==> src/design/bfa_pkg.sv <==
package bfa_pkg;
    localparam int MAX_FRAMES_DEF = 4096;
    localparam int WORD_BITS = 64;

    localparam logic [1:0] ACT_ALLOC = 2'd0;
    localparam logic [1:0] ACT_FREE  = 2'd1;
    localparam logic [1:0] ACT_MARK  = 2'd2;
    localparam logic [1:0] ACT_RSVD  = 2'd3;

    typedef struct packed {
        logic [1:0]  action;
        logic [12:0] frame_count;
        logic [12:0] align_frames;
        logic [11:0] start_frame;
    } t_req;

    typedef struct packed {
        logic        ok;
        logic [11:0] base_frame;
    } t_rsp;
endpackage

==> src/design/bfa_ram.sv <==
module bfa_ram #(
    parameter int WIDTH = 64,
    parameter int DEPTH = 64
) (
    input  logic                     i_clk,
    input  logic                     i_we,
    input  logic [$clog2(DEPTH)-1:0] i_waddr,
    input  logic [WIDTH-1:0]         i_wdata,
    input  logic [$clog2(DEPTH)-1:0] i_raddr,
    output logic [WIDTH-1:0]         o_rdata
);
    logic [WIDTH-1:0] r_mem [DEPTH];

    always_ff @(posedge i_clk) begin
        if (i_we) begin
            r_mem[i_waddr] <= i_wdata;
        end
        o_rdata <= r_mem[i_raddr];
    end
endmodule

==> src/design/bitmap_frame_allocator_unit.sv <==
// After reset a clearing pass writes zero to every bitmap word before the first item is taken.
// Free and mark read each touched 64-frame word, then modify it and write it back.
// Allocate tests one frame per cycle, pausing for a read at the start of each 64-frame word;
// a used frame advances the base one alignment step per cycle until it passes that frame.
// Each word of the run is then read and written back. One item is in work at a time.
// Reset is synchronous; the frame limit returns to 4096 and the bitmap is cleared.
module bitmap_frame_allocator_unit (
    input  logic          i_clk,
    input  logic          i_rst_n,
    input  logic          i_valid,
    output logic          o_ready,
    input  bfa_pkg::t_req i_data,
    output logic          o_valid,
    input  logic          i_ready,
    output bfa_pkg::t_rsp o_data,
    input  logic          i_cfg_valid,
    output logic          o_cfg_ready,
    input  logic [12:0]   i_cfg_data
);
    import bfa_pkg::*;

    localparam int MAX_FRAMES = MAX_FRAMES_DEF;
    localparam int WORDS = MAX_FRAMES / WORD_BITS;
    localparam int AW = $clog2(WORDS);
    // Wide enough for a base plus the largest alignment step or count.
    localparam int FW = $clog2(MAX_FRAMES) + 2;

    localparam logic [2:0] ST_CLEAR = 3'd0;
    localparam logic [2:0] ST_IDLE  = 3'd1;
    localparam logic [2:0] ST_SRD   = 3'd2;  // scan: read issued
    localparam logic [2:0] ST_SCHK  = 3'd3;  // scan: test frame
    localparam logic [2:0] ST_WRD   = 3'd4;  // run write: read issued
    localparam logic [2:0] ST_WWR   = 3'd5;  // run write: modify and write back
    localparam logic [2:0] ST_OUT   = 3'd6;

    logic [2:0]  r_state;
    logic [12:0] r_avail;
    t_req        r_req;
    logic [FW-1:0] r_limit, r_step, r_base, r_f, r_end;
    logic        r_set, r_ok;
    logic [AW-1:0] r_clr;
    t_rsp        r_out;
    logic        r_ovalid;

    logic          we;
    logic [AW-1:0] waddr, raddr;
    logic [63:0]   wdata, rdata;

    bfa_ram #(.WIDTH(WORD_BITS), .DEPTH(WORDS)) u_map (
        .i_clk(i_clk), .i_we(we), .i_waddr(waddr), .i_wdata(wdata),
        .i_raddr(raddr), .o_rdata(rdata)
    );

    logic [FW-1:0] cnt_w, step_w, lim_w, nxt_base, wend, mlo_end;
    logic [5:0] lo, hi;
    logic [63:0] mask;

    assign o_ready     = (r_state == ST_IDLE) && !r_ovalid;
    assign o_cfg_ready = 1'b1;
    assign o_valid     = r_ovalid;
    assign o_data      = r_out;

    assign lim_w  = (r_avail > 13'(MAX_FRAMES)) ? FW'(MAX_FRAMES) : FW'(r_avail);
    assign cnt_w  = FW'(i_data.frame_count);
    assign step_w = (i_data.align_frames == '0) ? FW'(1) : FW'(i_data.align_frames);

    // Next aligned base above frame r_f: base + step while the base does not pass r_f.
    // A used frame at r_f lies in [r_base, r_base+count), so we step base until > r_f
    // one step per cycle through r_base itself in ST_SCHK.
    assign nxt_base = r_base + r_step;

    // Word-level run write window.
    assign wend   = ({r_f[FW-1:6], 6'd0} + FW'(64) < r_end)
                  ? ({r_f[FW-1:6], 6'd0} + FW'(64)) : r_end;
    assign mlo_end = wend - FW'(1);
    assign lo = r_f[5:0];
    assign hi = mlo_end[5:0];
    always_comb begin
        for (int b = 0; b < 64; b++) begin
            mask[b] = (6'(b) >= lo) && (6'(b) <= hi);
        end
    end

    always_comb begin
        we = 1'b0;
        waddr = r_f[AW+5:6];
        wdata = r_set ? (rdata | mask) : (rdata & ~mask);
        raddr = r_f[AW+5:6];
        if (r_state == ST_CLEAR) begin
            we = 1'b1;
            waddr = r_clr;
            wdata = '0;
        end else if (r_state == ST_WWR) begin
            we = 1'b1;
        end
    end

    always_ff @(posedge i_clk) begin
        if (!i_rst_n) begin
            r_state  <= ST_CLEAR;
            r_clr    <= '0;
            r_avail  <= 13'd4096;
            r_ovalid <= 1'b0;
        end else begin
            if (i_cfg_valid) begin
                r_avail <= i_cfg_data;
            end
            if (r_ovalid && i_ready) begin
                r_ovalid <= 1'b0;
            end
            unique case (r_state)
                ST_CLEAR: begin
                    r_clr <= r_clr + AW'(1);
                    if (r_clr == AW'(WORDS - 1)) begin
                        r_state <= ST_IDLE;
                    end
                end
                ST_IDLE: begin
                    if (i_valid && o_ready) begin
                        r_req   <= i_data;
                        r_limit <= lim_w;
                        r_step  <= step_w;
                        r_base  <= '0;
                        r_f     <= '0;
                        r_ok    <= 1'b0;
                        if (i_data.action == ACT_ALLOC) begin
                            r_set <= 1'b1;
                            if (cnt_w == '0 || cnt_w > lim_w) begin
                                r_state <= ST_OUT;
                            end else begin
                                r_end   <= cnt_w;
                                r_state <= ST_SRD;
                            end
                        end else if (i_data.action == ACT_FREE
                                     || i_data.action == ACT_MARK) begin
                            r_ok  <= 1'b1;
                            r_set <= (i_data.action == ACT_MARK);
                            r_f   <= FW'(i_data.start_frame);
                            r_end <= (FW'(i_data.start_frame) + cnt_w > lim_w)
                                   ? lim_w : FW'(i_data.start_frame) + cnt_w;
                            if (cnt_w == '0 || FW'(i_data.start_frame) >= lim_w) begin
                                r_state <= ST_OUT;
                            end else begin
                                r_state <= ST_WRD;
                            end
                        end else begin
                            r_state <= ST_OUT;
                        end
                    end
                end
                ST_SRD: begin
                    r_state <= ST_SCHK;
                end
                ST_SCHK: begin
                    if (rdata[r_f[5:0]]) begin
                        r_base <= nxt_base;
                        if (nxt_base > r_f) begin
                            if (nxt_base + FW'(r_req.frame_count) > r_limit
                                || nxt_base < r_base) begin
                                r_state <= ST_OUT;
                            end else begin
                                r_f   <= nxt_base;
                                r_end <= nxt_base + FW'(r_req.frame_count);
                                r_state <= ST_SRD;
                            end
                        end
                    end else if (r_f + FW'(1) == r_end) begin
                        r_f     <= r_base;
                        r_ok    <= 1'b1;
                        r_state <= ST_WRD;
                    end else begin
                        r_f <= r_f + FW'(1);
                        if (r_f[5:0] == 6'd63) begin
                            r_state <= ST_SRD;
                        end
                    end
                end
                ST_WRD: begin
                    r_state <= ST_WWR;
                end
                ST_WWR: begin
                    if (wend >= r_end) begin
                        r_state <= ST_OUT;
                    end else begin
                        r_f <= wend;
                        r_state <= ST_WRD;
                    end
                end
                ST_OUT: begin
                    if (!r_ovalid) begin
                        r_out.ok <= r_ok;
                        r_out.base_frame <= (r_ok && r_req.action == ACT_ALLOC)
                                          ? r_base[11:0] : 12'd0;
                        r_ovalid <= 1'b1;
                        r_state  <= ST_IDLE;
                    end
                end
                default: r_state <= ST_IDLE;
            endcase
        end
    end

    a_no_accept_busy: assert property (@(posedge i_clk) disable iff (!i_rst_n)
        (r_state != ST_IDLE) |-> !o_ready)
        else $error("accept while busy");
    a_clear_blocks: assert property (@(posedge i_clk) disable iff (!i_rst_n)
        (r_state == ST_CLEAR) |-> !o_valid)
        else $error("result during clear");
    a_fail_zero: assert property (@(posedge i_clk) disable iff (!i_rst_n)
        (o_valid && !o_data.ok) |-> (o_data.base_frame == 12'd0))
        else $error("failed result with nonzero base");
endmodule

==> config.mk <==
export PLATFORM = sky130hd
export DESIGN_NAME = bitmap_frame_allocator_unit
export DESIGN_NICKNAME = d
export VERILOG_FILES = /design/src/design/bfa_pkg.sv /design/src/design/bfa_ram.sv /design/src/design/bitmap_frame_allocator_unit.sv
export SDC_FILE = /design/constraint.sdc
export NUM_CORES = 2
export LEC_CHECK = 0
export BUFFER_PORTS_ARGS = -buffer_cell sky130_fd_sc_hd__buf_4
export CAP_MARGIN = 0
export CORE_ASPECT_RATIO = 1.1
export CORE_MARGIN = 10
export CORE_UTILIZATION = 50
export CTS_CLUSTER_SIZE = 12
export DETAILED_ROUTE_END_ITERATION = 10
export HOLD_SLACK_MARGIN = 0.05
export PLACE_DENSITY = 0.65
export SETUP_SLACK_MARGIN = 0.15
export SLEW_MARGIN = 20
export SYNTH_ARGS = -nofsm -noshare
export SYNTH_HDL_FRONTEND = slang
export SYNTH_SLANG_ARGS = --single-unit
==> constraint.sdc <==
create_clock -name i_clk -period 9.1 [get_ports i_clk]
set_input_delay 1.82 -clock i_clk [delete_from_list [all_inputs] [get_ports i_clk]]
set_output_delay 1.82 -clock i_clk [all_outputs]
set_load 0.01 [all_outputs]
; After elaboration in Yosys (flattened, before gate mapping)
; Memories as Yosys holds them, arrays and structs flattened. A register that Yosys moved wholly into a read port is not among the register bits.
; Index checks and enable logic that the tools add are counted.
[totals]
register_bits = 123
ram_bits = 4096
inputBits = 58
output_inout_bits = 16
wordCells = 336
n_memories = 1
[op_classes]
n_addsub = 7
n_lt_le_gt_ge = 138
eq_ne = 25
n_mux = 56
bitwise = 4
reduce_logical = 89
[mem_list]
columns = memory, words, word_bits, read_ports, rd_ports_with_merged_regs, wr, line_no
row1 = u_map.r_mem, 64, 64, 1, 1, 1, bfa_ram.sv:12  ; logic [WIDTH-1:0] r_mem [DEPTH];
[op_table]
columns = cell, n
row1 = $mux 14, 17
row2 = $ge 6x6->1 const A, 32
row3 = $le 6x6->1 const A, 32
row4 = $mux 64, 2
row5 = $ge 5x6->1 const A, 16
row6 = $le 5x6->1 const A, 16
row7 = $logic_and 1x1->1, 68
row8 = $and 64x64->64, 1
row9 = $not 64->64, 1
row10 = $or 64x64->64, 1
row11 = $pmux 14 s2, 2
row12 = $ge 4x6->1 const A, 8
row13 = $le 4x6->1 const A, 8
row14 = $pmux 14 s3, 1
row15 = $mux 3, 11
row16 = $gt 14x14->1, 2
row17 = $lt 14x14->1, 2
row18 = $ge 3x6->1 const A, 4
row19 = $le 3x6->1 const A, 4
row20 = $mux 12, 2
row21 = $pmux 3 s7, 1
row22 = $add 12x13->14, 1
row23 = $add 14x1->14 const B, 1
row24 = $add 14x13->14, 1
row25 = 46 further kinds, 85

; Depth between registers and ports, before layout
[depth]
depth_word = 10
mapped_depth = 23
depth_no_buf = 23

; Hierarchy
; A second synthesis with hierarchy kept.
[hier_totals]
cells_unflattened = 8338
area_unflattened_um2 = 169846.6
[by_module_without_submodules]
columns = mod, n_inst, cells_per_inst, area_each_um2, seq_area_each_um2
row1 = bfa_ram, 1, 6812, 156888.0, 124279.2
row2 = bitmap_frame_allocator_unit, 1, 1526, 12958.7, 3403.3

; Worst setup path after synthesis
; Ideal clock, no wire load.
[synth_timing]
path_kind = register to register
from = reg r_f[9]
to = mem u_map.r_mem[0][38] (data pin)
setup_ns = 0.702
arrival_ns = 6.447
t_required_ns = 8.398
path_slack_ns = 1.952
stages_incl_launch_ff = 19
path_buffers = 4
synth_period_minus_slack_ns = 7.148
cell_sequence = edfxtp_1 clkbuf_1 clkbuf_1 clkbuf_1 xnor2_1 ha_1 a211o_1 a21oi_1 a221o_1 nand2_4 nand2_1 ha_1 inv_1 nor4_1 a311oi_1 clkbuf_1 a31oi_1 nand3_1 o21ai_0
[synth_via]
elab_chain_len = 10
elab_cells_between_ends = 11
cone_classes = add/sub (2) / order compare (2) / mux (3) / bitwise (3) / reduce/logical (1)
[synth_rtl]
columns = item, line_no
row1 = start: declaration, bitmap_frame_allocator_unit.sv:39  ; logic [FW-1:0] r_limit, r_step, r_base, r_f, r_end;
row2 = start signal: assignment, bitmap_frame_allocator_unit.sv:138  ; r_f <= FW'(i_data.start_frame);
row3 = start signal: assignment, bitmap_frame_allocator_unit.sv:162  ; r_f <= nxt_base;
row4 = start signal: assignment, bitmap_frame_allocator_unit.sv:168  ; r_f <= r_base;
row5 = $add 14x7->14 *, bitmap_frame_allocator_unit.sv:73  ; assign wend = ({r_f[FW-1:6], 6'd0} + FW'(64) < r_end)
row6 = $lt 14x14->1 *, bitmap_frame_allocator_unit.sv:73
row7 = $mux 14 *, bitmap_frame_allocator_unit.sv:74  ; ? ({r_f[FW-1:6], 6'd0} + FW'(64)) : r_end;
row8 = $sub 6x1->6 *, bitmap_frame_allocator_unit.sv:75  ; assign mlo_end = wend - FW'(1);
row9 = $le 6x6->1 *, bitmap_frame_allocator_unit.sv:80  ; mask[b] = (6'(b) >= lo) && (6'(b) <= hi);
row10 = $logic_and 1x1->1 *, bitmap_frame_allocator_unit.sv:80
row11 = $not 64->64, bitmap_frame_allocator_unit.sv:87  ; wdata = r_set ? (rdata | mask) : (rdata & ~mask);
row12 = $and 64x64->64, bitmap_frame_allocator_unit.sv:87
row13 = $mux 64 *, bitmap_frame_allocator_unit.sv:87
row14 = $mux 64 *, bitmap_frame_allocator_unit.sv:89  ; if (r_state == ST_CLEAR) begin
row15 = via u_map.i_wdata[38], bfa_ram.sv:8  ; input logic [WIDTH-1:0] i_wdata,
row16 = end: declaration, bfa_ram.sv:12
; Mark *: on every way through the listed nets, which the timed path passes. The rest lies on a longest branch.

; Final worst setup path
[layout_timing]
from = reg r_f[10]
to = mem u_map.r_mem[37][7] (data pin)
[layout_via]
elab_chain_len = 10
elab_cells_between_ends = 11
cone_classes = add/sub (2) / order compare (2) / mux (3) / bitwise (3) / reduce/logical (1)
[layout_rtl]
columns = item, line_no
row1 = $add 14x7->14 *, bitmap_frame_allocator_unit.sv:73
row2 = $lt 14x14->1 *, bitmap_frame_allocator_unit.sv:73
row3 = $mux 14 *, bitmap_frame_allocator_unit.sv:74
row4 = $sub 6x1->6 *, bitmap_frame_allocator_unit.sv:75
row5 = $le 3x6->1 *, bitmap_frame_allocator_unit.sv:80
row6 = $logic_and 1x1->1 *, bitmap_frame_allocator_unit.sv:80
row7 = $not 64->64, bitmap_frame_allocator_unit.sv:87
row8 = $and 64x64->64, bitmap_frame_allocator_unit.sv:87
row9 = $mux 64 *, bitmap_frame_allocator_unit.sv:87
row10 = $mux 64 *, bitmap_frame_allocator_unit.sv:89
row11 = via u_map.i_wdata[7], bfa_ram.sv:8
; Marks and branches as above.

==> metrics.md <==
| Metric | Value |
|---|---|
| Critical path, cell by cell | inv_8 > xnor2_1 > ha_1 > a21o_1 > a21o_1 > a21oi_1 > nand2_4 > nand2_1 > ha_1 > inv_1 > or3_1 > a311o_4 > nor3_4 > a21oi_1 > mux2i_1 > nor2_4 > buf_12 |
| CTS H-tree depth | 5 |
| Root Driver | clkbuf_16 |
| Worst flop-to-flop path endpoint | u_map.r_mem[37][7]$_DFFE_PP_ |
| Min-Delay Path Depth | 0 |
| Grt peak-use layer | met2 |
| Total wire length | 506000 µm |
| Boundary pin count | 74 |
| CP max-delay cell | mux2i_1 |
| Setup-failing EPs final | 0 |
| CTS Hold Buffers Added | 0 |
| Drt first-iter violations | 14700 |
| Mean Syn Cell Area | 22.8 µm² |
| Met3 Usage GRT | 6.44% |
| Synth Flop Type | edfxtp_1 |
| Met1 Usage GRT | 37.5% |
| Warnings, synthesis | 0 |
| Antenna Nets Post-Route | 0 |
| DP Worst Slack | 1940 ps |
| Fmax | 142 MHz |
| Post-cts gate resize count | 0 |
| Starting Density | 50.1% |
| Dpl cell area | 177000 µm² |
| Design Area, Final | 191000 µm² |
| Maximum VDD drop | 0.162 mV |
| Netlist Area Pre-Place | 169000 µm² |
| Area leader, netlist | edfxtp_1 |
| Initial antenna violation count | 24 |
| CTS Buf Count | 422 |
| Sequential fraction of the synthesis area | 75.4% |
| Setup slack after layout | 2050 ps |
| WS Path Type | flop to flop |
| Met2 Usage GRT | 42.6% |
| Area share of the leading cell type in the synthesized netlist | 74.4% |
| Worst setup path startpoint | r_f[10]$_DFFE_PP_ |
| Bufs on Longest Clock Path | 4 |
| Outcome | finished clean |
| Reg-to-Reg Start | r_f[10]$_DFFE_PP_ |
| # Max-Cap Violations | 0 |
| CTS sink cnt | 4281 |
| Syn nets | 7633 |
| First-pass GRT wire length | 691000 µm |
| Cell family with most CP delay | simple AND/OR/NAND/NOR gates |
| Setup TNS | 0 ps |
| HPWL Detailed | 253000 µm |
| HP Start | r_ok$_SDFFCE_PP1P_ |
| Hold slack final | 498 ps |
| Vias in the first global route | 83900 |
| Slew Limit Fails | 0 |
| Crit path arrival time | 7670 ps |
| Cells after DPL | 11900 |
| Clock latency on the worst-skew pair | 940 ps |
| Relative slew slack | 18.9% |
| Post-layout nets | 8022 |
| Commonest non-fill, non-tap cell in the layout | edfxtp_1 |
| Crit start category | flop |
| Routed via count | 86400 |
| Post-synth EDFFs | 4194 |
| Core area | 338000 µm² |
| Post-synthesis cell type count | 86 |
| Final Util | 56.5% |
| Number of buffers and inverters on the critical path | 3 |
| Worst Tran Pin Value | 1210 ps |
| IO Port Bufs | 72 |
| Pwr Total | 38.1 mW |
| Post-CTS Setup Bufs | 0 |
| Area growth from synthesis to layout | 12.7% |
| GRT Total Usage | 27.3% |
| Ratio of cells with drive above 1 in the final layout | 29.6% |
| CP max FO | 50 |
| Chip height | 630 µm |
| CP Capture Type | flop |
| Mapped Cells | 7427 |
| Crit share post-route | 77.5% |
| Final GP Congestion | 0.933 |
| Worst path max stage delay | 810 ps |
| Final routed DRC violation total | 0 |
| RSZ-0062 raised after global routing | no |
| Worst r2r path cells | 17 |
| Most frequent cells in the layout | 4194 x edfxtp_1, 1360 x mux4_2, 429 x clkbuf_16, 269 x buf_4, 200 x clkbuf_1 |
| Worst endpoint required time | 9720 ps |
| CTS tree | done |
| First-pass DRT Iterations | 7 |
| Row cnt | 224 |
| Vias per cell | 6.83 |
| Largest net degree at the start of global routing | 145 |
| Die area | 362000 µm² |
| Final Hold Fails | 0 |
| PwrDens | 200 nW/µm² |
| Total gr overflow | 0 |
| Synth async-reset ratio | 0% |
| Clock skew | 56.4 ps |
| Leak Pwr | 57.6 nW |
| Top post-synthesis cells by area | edfxtp_1 74%, mux4_2 18%, ha_1 1.1% |
| Average routed wire per standard cell | 40.0 µm |
| Flop2flop setup slack | 2050 ps |
| Tmin final | 7050 ps |
| Die width | 575 µm |
| Final cell count without fillers | 12700 |
| Yosys reg bits | 4281 |
| Worst-path clk slew | 70 ps |
| Hold path endpoint | o_data[12]$_DFFE_PP_ |
| Hold Crit Class | flop to flop |
==> cells in the mapped netlist (all sizes together) (11+ instances only) <==
library cell  count
inv             106
nor4             13
and3             11
a21o             24
o211ai           20
nand3            46
nand2b           11
nor2            240
edfxtp         4194
ha              145
xor2             18
xnor2            53
dfxtp            87
mux4           1360
nand4            25
and2             24
buf             157
nor2b            13
nand2           115
o21ai            99
a221oi           20
clkbuf          236
mux2i            91
a211oi           15
a21oi           118
a22oi            12
nor3             31
==> sequential cells by signal, indices dropped and copies added, names as in the netlist <==
signal         flops
u_map.o_rdata     64
r_limit           13
r_avail           13
o_data            13
u_map.r_mem     4096
r_set              1
r_base            14
r_clr              6
r_end             14
r_step            13
o_valid            1
r_req             15
r_f               14
r_state            3
r_ok               1
==> worst max path at each step <==
stage	slack, ps	cells after the start	endpoint
global placement	2150	16	u_map.r_mem[10][7]$_DFFE_PP_
detailed placement	1940	16	u_map.r_mem[57][10]$_DFFE_PP_
global route	1830	17	u_map.r_mem[36][7]$_DFFE_PP_
finish	2050	17	u_map.r_mem[37][7]$_DFFE_PP_
floorplan	1950	18	u_map.r_mem[0][38]$_DFFE_PP_
CTS	1910	16	u_map.r_mem[50][10]$_DFFE_PP_
==> worst reg2reg max path, delay by kind of cell, from the launching register on <==
kind	cells	cell delay, ps
DFF	1	560
adders and majority gates	2	690
and+or+nand+nor	5	1630
buffers and inverters	3	1210
AOI/OAI and AO/OA	5	1590
xor gates and xnor gates	1	260
muxes	1	810
==> where the power goes <==
part	switching (mW)	leakage (nW)	internal, mW	total, mW
logic	0.313	14.5	0.141	0.454
registers	0.0316	37.1	21.4	21.5
clock network	7.13	5.98	9.00	16.1
total	7.48	57.6	30.6	38.1
==> layer usage <==
layer | vias up | part of all wire (%)
met5 | - | 0.013
met3 | 1205 | 12
met4 | 10 | 4.9
li1 | 32500 | -
met1 | 46600 | 36
met2 | 6158 | 47
==> logic make-up after synthesis <==
| kind of cell | after synthesis | share of synthesized area [%] |
|---|---|---|
| fa+ha+maj | 148 | 1.11 |
| xor+xnor | 71 | 0.367 |
| buf+inv | 503 | 1.24 |
| flops | 4281 | 75.4 |
| mux | 1460 | 18.7 |
| simple gates | 564 | 1.59 |
| other cells | 1 | 0.00222 |
| compound gates | 399 | 1.57 |
==> final cells by class <==
class	count	area, µm²
Fill cell	24300	147000
Sequential cell	4281	128000
Multi-Input combinational cell	2643	40600
Clock buffer	656	11900
Tap cell	4520	5660
Timing Repair Buffer	358	4040
Clock inverter	70	528
Inverter	110	428
Antenna cell	15	37.5
No activity file was read; power rests on OpenSTA's default activity.
